--- src/rtl/core/spq_pkg.sv ---
// Package for the sorted priority queue: transaction payload types, operation
// and status codes, and the controller-to-datapath command bundle.
// No dependencies.
`timescale 1ns / 1ps

package spq_pkg;

    localparam logic OP_PUSH = 1'b0;
    localparam logic OP_POP  = 1'b1;

    localparam logic [1:0] ST_OK    = 2'd0;
    localparam logic [1:0] ST_FULL  = 2'd1;
    localparam logic [1:0] ST_EMPTY = 2'd2;

    typedef struct packed {
        logic               op;
        logic signed [31:0] value;
        logic [7:0]         rank;
    } t_spq_in;

    typedef struct packed {
        logic signed [31:0] head_value;
        logic [7:0]         head_rank;
        logic               is_empty;
        logic [4:0]         fill_count;
        logic [1:0]         status;
    } t_spq_out;

    typedef struct packed {
        logic load_in;
        logic exec;
        logic load_out;
    } t_spq_cmd;

endpackage

--- src/rtl/core/spq_ctrl.sv ---
// Controller for the sorted priority queue: sequences capture, execution and
// result reporting, and owns the output valid flag. Depends on spq_pkg.
`timescale 1ns / 1ps

module spq_ctrl
    import spq_pkg::*;
(
    input  logic     i_clk,
    input  logic     i_rst_n,
    input  logic     i_in_valid,
    output logic     o_in_ready,
    output logic     o_out_valid,
    input  logic     i_out_ready,
    output t_spq_cmd o_cmd
);

    typedef enum logic [1:0] {
        S_IDLE,
        S_EXEC,
        S_REPORT
    } t_state;

    t_state r_state;
    logic   r_out_valid;
    logic   out_free;

    assign out_free    = !r_out_valid || i_out_ready;
    assign o_in_ready  = (r_state == S_IDLE);
    assign o_out_valid = r_out_valid;

    always_comb begin
        o_cmd          = '0;
        o_cmd.load_in  = i_in_valid && (r_state == S_IDLE);
        o_cmd.exec     = (r_state == S_EXEC);
        o_cmd.load_out = (r_state == S_REPORT) && out_free;
    end

    always_ff @(posedge i_clk) begin
        if (!i_rst_n) begin
            r_state     <= S_IDLE;
            r_out_valid <= 1'b0;
        end else begin
            if (r_out_valid && i_out_ready) begin
                r_out_valid <= 1'b0;
            end
            case (r_state)
                S_IDLE: begin
                    if (i_in_valid) begin
                        r_state <= S_EXEC;
                    end
                end
                S_EXEC: begin
                    r_state <= S_REPORT;
                end
                S_REPORT: begin
                    if (out_free) begin
                        r_out_valid <= 1'b1;
                        r_state     <= S_IDLE;
                    end
                end
                default: begin
                    r_state <= S_IDLE;
                end
            endcase
        end
    end

endmodule

--- src/rtl/core/spq_datapath.sv ---
// Datapath for the sorted priority queue: input register, a row of sorted
// cells that shift on insert and remove, the entry count and the result
// register. Depends on spq_pkg.
`timescale 1ns / 1ps

module spq_datapath
    import spq_pkg::*;
#(
    parameter int QUEUE_DEPTH = 16
) (
    input  logic     i_clk,
    input  logic     i_rst_n,
    input  t_spq_cmd i_cmd,
    input  t_spq_in  i_in_data,
    output t_spq_out o_out_data
);

    localparam int CW = $clog2(QUEUE_DEPTH + 1);

    t_spq_in            r_in;
    logic signed [31:0] r_val  [QUEUE_DEPTH];
    logic [7:0]         r_rank [QUEUE_DEPTH];
    logic [CW-1:0]      r_count;
    logic [1:0]         r_status;
    t_spq_out           r_out;

    logic [QUEUE_DEPTH-1:0] keep;
    logic                   is_full;
    logic                   is_empty;
    logic                   do_push;
    logic                   do_pop;

    assign is_full  = (r_count == CW'(QUEUE_DEPTH));
    assign is_empty = (r_count == '0);
    assign do_push  = i_cmd.exec && (r_in.op == OP_PUSH) && !is_full;
    assign do_pop   = i_cmd.exec && (r_in.op == OP_POP) && !is_empty;

    always_ff @(posedge i_clk) begin
        if (i_cmd.load_in) begin
            r_in <= i_in_data;
        end
    end

    for (genvar g = 0; g < QUEUE_DEPTH; g++) begin : g_cell
        assign keep[g] = (CW'(g) < r_count) && (r_rank[g] <= r_in.rank);

        always_ff @(posedge i_clk) begin
            if (do_push && !keep[g]) begin
                if (g == 0) begin
                    r_val[g]  <= r_in.value;
                    r_rank[g] <= r_in.rank;
                end else if (keep[(g == 0) ? 0 : g - 1]) begin
                    r_val[g]  <= r_in.value;
                    r_rank[g] <= r_in.rank;
                end else begin
                    r_val[g]  <= r_val[(g == 0) ? 0 : g - 1];
                    r_rank[g] <= r_rank[(g == 0) ? 0 : g - 1];
                end
            end else if (do_pop && (g < QUEUE_DEPTH - 1)) begin
                r_val[g]  <= r_val[(g < QUEUE_DEPTH - 1) ? g + 1 : g];
                r_rank[g] <= r_rank[(g < QUEUE_DEPTH - 1) ? g + 1 : g];
            end
        end
    end

    always_ff @(posedge i_clk) begin
        if (!i_rst_n) begin
            r_count <= '0;
        end else if (do_push) begin
            r_count <= r_count + CW'(1);
        end else if (do_pop) begin
            r_count <= r_count - CW'(1);
        end
    end

    always_ff @(posedge i_clk) begin
        if (i_cmd.exec) begin
            if ((r_in.op == OP_PUSH) && is_full) begin
                r_status <= ST_FULL;
            end else if ((r_in.op == OP_POP) && is_empty) begin
                r_status <= ST_EMPTY;
            end else begin
                r_status <= ST_OK;
            end
        end
    end

    always_ff @(posedge i_clk) begin
        if (i_cmd.load_out) begin
            r_out.head_value <= is_empty ? 32'sd0 : r_val[0];
            r_out.head_rank  <= is_empty ? 8'd0 : r_rank[0];
            r_out.is_empty   <= is_empty;
            r_out.fill_count <= 5'(r_count);
            r_out.status     <= r_status;
        end
    end

    assign o_out_data = r_out;

endmodule

--- src/rtl/core/sorted_priority_queue.sv ---
// Top level of the sorted priority queue: joins the controller and the
// datapath. Depends on spq_pkg, spq_ctrl and spq_datapath.
//
//   Channel   Direction   Handshake                  Payload
//   input     in          i_in_valid / o_in_ready    i_in_data  (t_spq_in)
//   result    out         o_out_valid / i_out_ready  o_out_data (t_spq_out)
//
// Each transaction passes through capture, an execution step in which the whole
// row of cells shifts in parallel, and loading of the result register.
// A new transaction is taken while the previous result still waits.
// A stalled result holds the controller in its reporting state only.
// Synchronous active-low reset empties the queue; no clearing pass is needed.
`timescale 1ns / 1ps

module sorted_priority_queue
    import spq_pkg::*;
#(
    parameter int QUEUE_DEPTH = 16
) (
    input  logic     i_clk,
    input  logic     i_rst_n,
    input  logic     i_in_valid,
    output logic     o_in_ready,
    input  t_spq_in  i_in_data,
    output logic     o_out_valid,
    input  logic     i_out_ready,
    output t_spq_out o_out_data
);

    t_spq_cmd cmd;

    spq_ctrl u_ctrl (
        .i_clk       (i_clk),
        .i_rst_n     (i_rst_n),
        .i_in_valid  (i_in_valid),
        .o_in_ready  (o_in_ready),
        .o_out_valid (o_out_valid),
        .i_out_ready (i_out_ready),
        .o_cmd       (cmd)
    );

    spq_datapath #(
        .QUEUE_DEPTH (QUEUE_DEPTH)
    ) u_datapath (
        .i_clk      (i_clk),
        .i_rst_n    (i_rst_n),
        .i_cmd      (cmd),
        .i_in_data  (i_in_data),
        .o_out_data (o_out_data)
    );

endmodule

--- config.mk ---
export PLATFORM = sky130hd
export DESIGN_NAME = sorted_priority_queue
export DESIGN_NICKNAME = d
export VERILOG_FILES = /design/src/rtl/core/spq_pkg.sv /design/src/rtl/core/spq_ctrl.sv /design/src/rtl/core/spq_datapath.sv /design/src/rtl/core/sorted_priority_queue.sv
export SDC_FILE = /design/constraint.sdc
export NUM_CORES = 2
export LEC_CHECK = 0
export ABC_AREA = 1
export ABC_CLOCK_PERIOD_IN_PS = 5060
export BUFFER_PORTS_ARGS = -buffer_cell sky130_fd_sc_hd__buf_2
export CELL_PAD_IN_SITES_DETAIL_PLACEMENT = 0
export CELL_PAD_IN_SITES_GLOBAL_PLACEMENT = 1
export CORE_MARGIN = 1.5
export CORE_UTILIZATION = 49
export CTS_CLUSTER_SIZE = 16
export DETAILED_ROUTE_END_ITERATION = 10
export GPL_TIMING_DRIVEN = 0
export MAX_ROUTING_LAYER = met4
export PLACE_DENSITY_LB_ADDON = 0.25
export SLEW_MARGIN = 5
export SYNTH_ARGS = -nofsm -noshare
export SYNTH_HDL_FRONTEND = slang
export SYNTH_HIERARCHICAL = 1
export SYNTH_SLANG_ARGS = --single-unit
--- constraint.sdc ---
create_clock -name i_clk -period 5.06 [get_ports i_clk]
set_clock_uncertainty 0.05 [all_clocks]
set_input_delay 0.253 -clock i_clk [delete_from_list [all_inputs] [get_ports i_clk]]
set_output_delay 0.253 -clock i_clk [all_outputs]
set_load 0.02 [all_outputs]
==> flow_summary.json <==
{
  "synth_common_cells": "1851 x nand2_1, 731 x edfxtp_1, 713 x nand3_1",
  "synth_area_per_cell_um2": 8.282,
  "die_w_um": 299.1,
  "critPathLaunchType": "flop",
  "drc": 0,
  "synth_cell_types": 34,
  "period_needed_ps": 4796,
  "synth_top_area_frac": 0.5109,
  "p_sw_frac": 0.2941,
  "dpl.hpwl_um": 121900,
  "yosys_warnings": 6,
  "syn_inst": 5188,
  "slowest_stage": "clkinvlp_2",
  "vias": 37610,
  "synth_fp_nets": 5365,
  "post_cts.repair.setup_buffers": 0,
  "path_max_fanout": 31,
  "grt_max_degree": 36,
  "worstPathArrival_ps": 5090,
  "track_usage": 0.3481,
  "die_y_um": 299.1,
  "postRouteAntennaNets": 0,
  "period_share": 0.9477,
  "report.final.hold_viol_count": 0,
  "fmax_ghz": 0.2085,
  "grt_pass1_vias": 36360,
  "port_buffers": 94,
  "fin_cells": 6664,
  "endpoint_kind": "flop",
  "cts_tree": "done",
  "power.internal_uw": 11960,
  "drive_gt1_frac": 0.09753,
  "area_delta_synth_final_pct": 13.30,
  "p_sw_uw": 4981,
  "worstMarginPinSlew_ps": 1127,
  "cap_violations": 0,
  "rsz0062_at_grt": "false",
  "synth_edf_count": 731,
  "crit_chain": "clkbuf_1 > clkinvlp_2 > ha_1 > nand2_1 > nor2_1 > nand2_1 > nand2_1 > nand2_1 > nand2_1 > buf_2 > buf_2 > nand2_1 > nand2_2 > buf_12",
  "wl_per_cell_um": 22.94,
  "worstPathRequired_ps": 5360,
  "crit_type": "reg -> reg",
  "cpMostUsedCell": "nand2_1",
  "seqPwrFrac": 0.452,
  "htreeDepth": 3,
  "peakVddDrop_mv": 0.3045,
  "antenna_found_initial": 4,
  "initial_utilization": 0.4953,
  "combPwrFrac": 0.170,
  "relSlewSlack": 0.2489,
  "die-area_um2": 89470,
  "pin_count": 95,
  "drtPass1Iterations": 7,
  "wirelength_um": 152900,
  "place_congestion": 0.9761,
  "hold_path.class": "in -> reg",
  "cts_buffer_depth": 3,
  "synthFlopType": "edfxtp_1",
  "grt_overflow_total": 0,
  "timing.final.max_slew_violations": 0,
  "vias_per_cell": 5.643,
  "num-nets-final": 5617,
  "ys_ff_latch": 739,
  "drtIter0Drc": 4137,
  "dp.cells": 6459,
  "p_leak_uw": 0.02222,
  "finalSetupViolations": 0,
  "p_per_area_nw_per_um2": 347.9,
  "numCtsBuffers": 86,
  "cpPeakStageDelay_ps": 1000,
  "yosys.area.top_type": "edfxtp_1",
  "clk_latency_ps": 660,
  "power_frac_clock": 0.379,
  "syn_area_um2": 42960,
  "synth_most_common_cell": "nand2_1",
  "row_count": 108,
  "synth_area_leaders": "edfxtp_1 51%, nand2_1 16%, nand3_1 8.3%",
  "async_flop_share": 0,
  "cts_sinks": 739,
  "clk_pin_slew_worst_paths_ps": 60,
  "grt_pass1_wl_um": 225400,
  "seq_area_frac_synth": 0.5146,
  "power_uw": 16940,
  "coreArea_um2": 86750,
  "status": "completed",
  "fillers": 8231,
  "cts-root-buf": "clkbuf_16"
}
-- through the flow --
step	utilization	setup WS [ps]	TNS, ps	cell area [um2]	hold WS, ps
finish	0.5611	264.5	0	48680	245.8
detailed placement	0.5225	46.78	0	45330	366.9
CTS	0.5606	20.10	0	48640	212.7
global placement	0.5173	-1317	-513020	44880	353.4
global route	0.5611	68.70	0	48680	222.8
floorplan	-	708.1	0	42970	301.9
-- final timing paths --
check | startpoint | to | slack (ps) | cells after the start
hold reg to reg | u_datapath/r_status[1]$_SDFFCE_PP0P_ | u_datapath/o_out_data[1]$_DFFE_PP_ | 380 | 0
hold / removal | i_in_data[4] | u_datapath/r_in[4]$_DFFE_PP_ | 250 | 2
setup / recovery | u_datapath/r_in[5]$_DFFE_PP_ | u_datapath/r_val[0][47]$_DFFE_PP_ | 260 | 14
setup reg to reg | u_datapath/r_in[5]$_DFFE_PP_ | u_datapath/r_val[0][47]$_DFFE_PP_ | 260 | 14
-- flip-flops by register name, summed over array words and instances, names as in the netlist --
register               cells
u_datapath/r_val         512
u_datapath/r_rank        128
u_datapath/o_out_data     48
u_datapath/r_in           41
u_datapath/r_count         5
u_ctrl/r_state             2
u_datapath/r_status        2
u_ctrl/o_out_valid         1
-- worst max-delay path, delay by kind of cell (launching register included) --
family	cells	cell delay [ps]
buf+inv	5	2520
flops	1	320
simple gates	8	920
fa+ha+maj	1	620
-- area by class of cell --
| cell class | instances | area, um2 | area share |
|---|---|---|---|
| buffer | 428 | 1973 | 0.04053 |
| clock buffer | 98 | 2282 | 0.04688 |
| inverter | 568 | 2136 | 0.04388 |
| timing repair buffer | 163 | 1340 | 0.02753 |
| sequential | 739 | 22110 | 0.4542 |
| timing repair inverter | 1 | 5.005 | 0.0001028 |
| multi-input combinational | 3453 | 16820 | 0.3455 |
| antenna | 3 | 7.507 | 0.0001542 |
| clock inverter | 56 | 561.8 | 0.01154 |
| tap | 1155 | 1445 | 0.02969 |
-- layout by cell type, fill, tap and decap left out, types with 2 or more instances in the layout --
master         count
nand2_1         1837
edfxtp_1         731
nand3_1          713
inv_1            557
nand4_1          536
buf_2            322
clkbuf_1         140
ha_1             132
clkbuf_16         90
o21ai_0           87
buf_1             48
dlygate4sd3_1     46
a21oi_1           43
nor2_1            39
clkinv_1          25
buf_12            17
clkinv_2          16
nand2_2           15
buf_4             14
bufinv_16         11
nand3_2           11
a21o_1            11
dfxtp_1            8
inv_2              6
o21a_1             6
buf_6              6
clkinvlp_4         5
clkbuf_2           5
o21bai_1           4
o21ai_1            4
diode_2            3
nand2_4            3
inv_6              2
nor2_4             2
nor3_2             2
nor2_2             2
-- metal layers --
| metal | vias to the layer above | track usage | share of wire |
|---|---|---|---|
| li1 | 18090 | - | - |
| met1 | 17420 | 0.4489 | 0.41 |
| met2 | 1817 | 0.5489 | 0.46 |
| met3 | 277 | 0.06407 | 0.094 |
| met4 | 0 | 0.1272 | 0.037 |
| met5 | - | - | 0 |
-- cells by family after synthesis --
logic type / Yosys count / synth area share
and+or+nand+nor: 3162 / 0.3316
DFF: 739 / 0.5146
adders and majority gates: 132 / 0.03844
AOI/OAI and AO/OA: 159 / 0.01995
buffers and inverters: 996 / 0.09540
-- power by group through the flow --
stage,logic (uW),registers (uW),clock network [uW]
2_1_floorplan,1820,7650,0
3_3_place_gp,2650,7780,0
3_5_place_dp,2780,7760,0
4_1_cts,2820,7630,6500
5_1_grt,3180,7680,6710
6_report,2870,7650,6410
-- what timing repair did --
item | CTS | global route
resized for setup | 0 | 1
endpoints found under the setup margin | 0 | 448
hold endpoints to repair | 49 | 0
hold buffers | 46 | 0
Power figures use the tool's default switching activity.
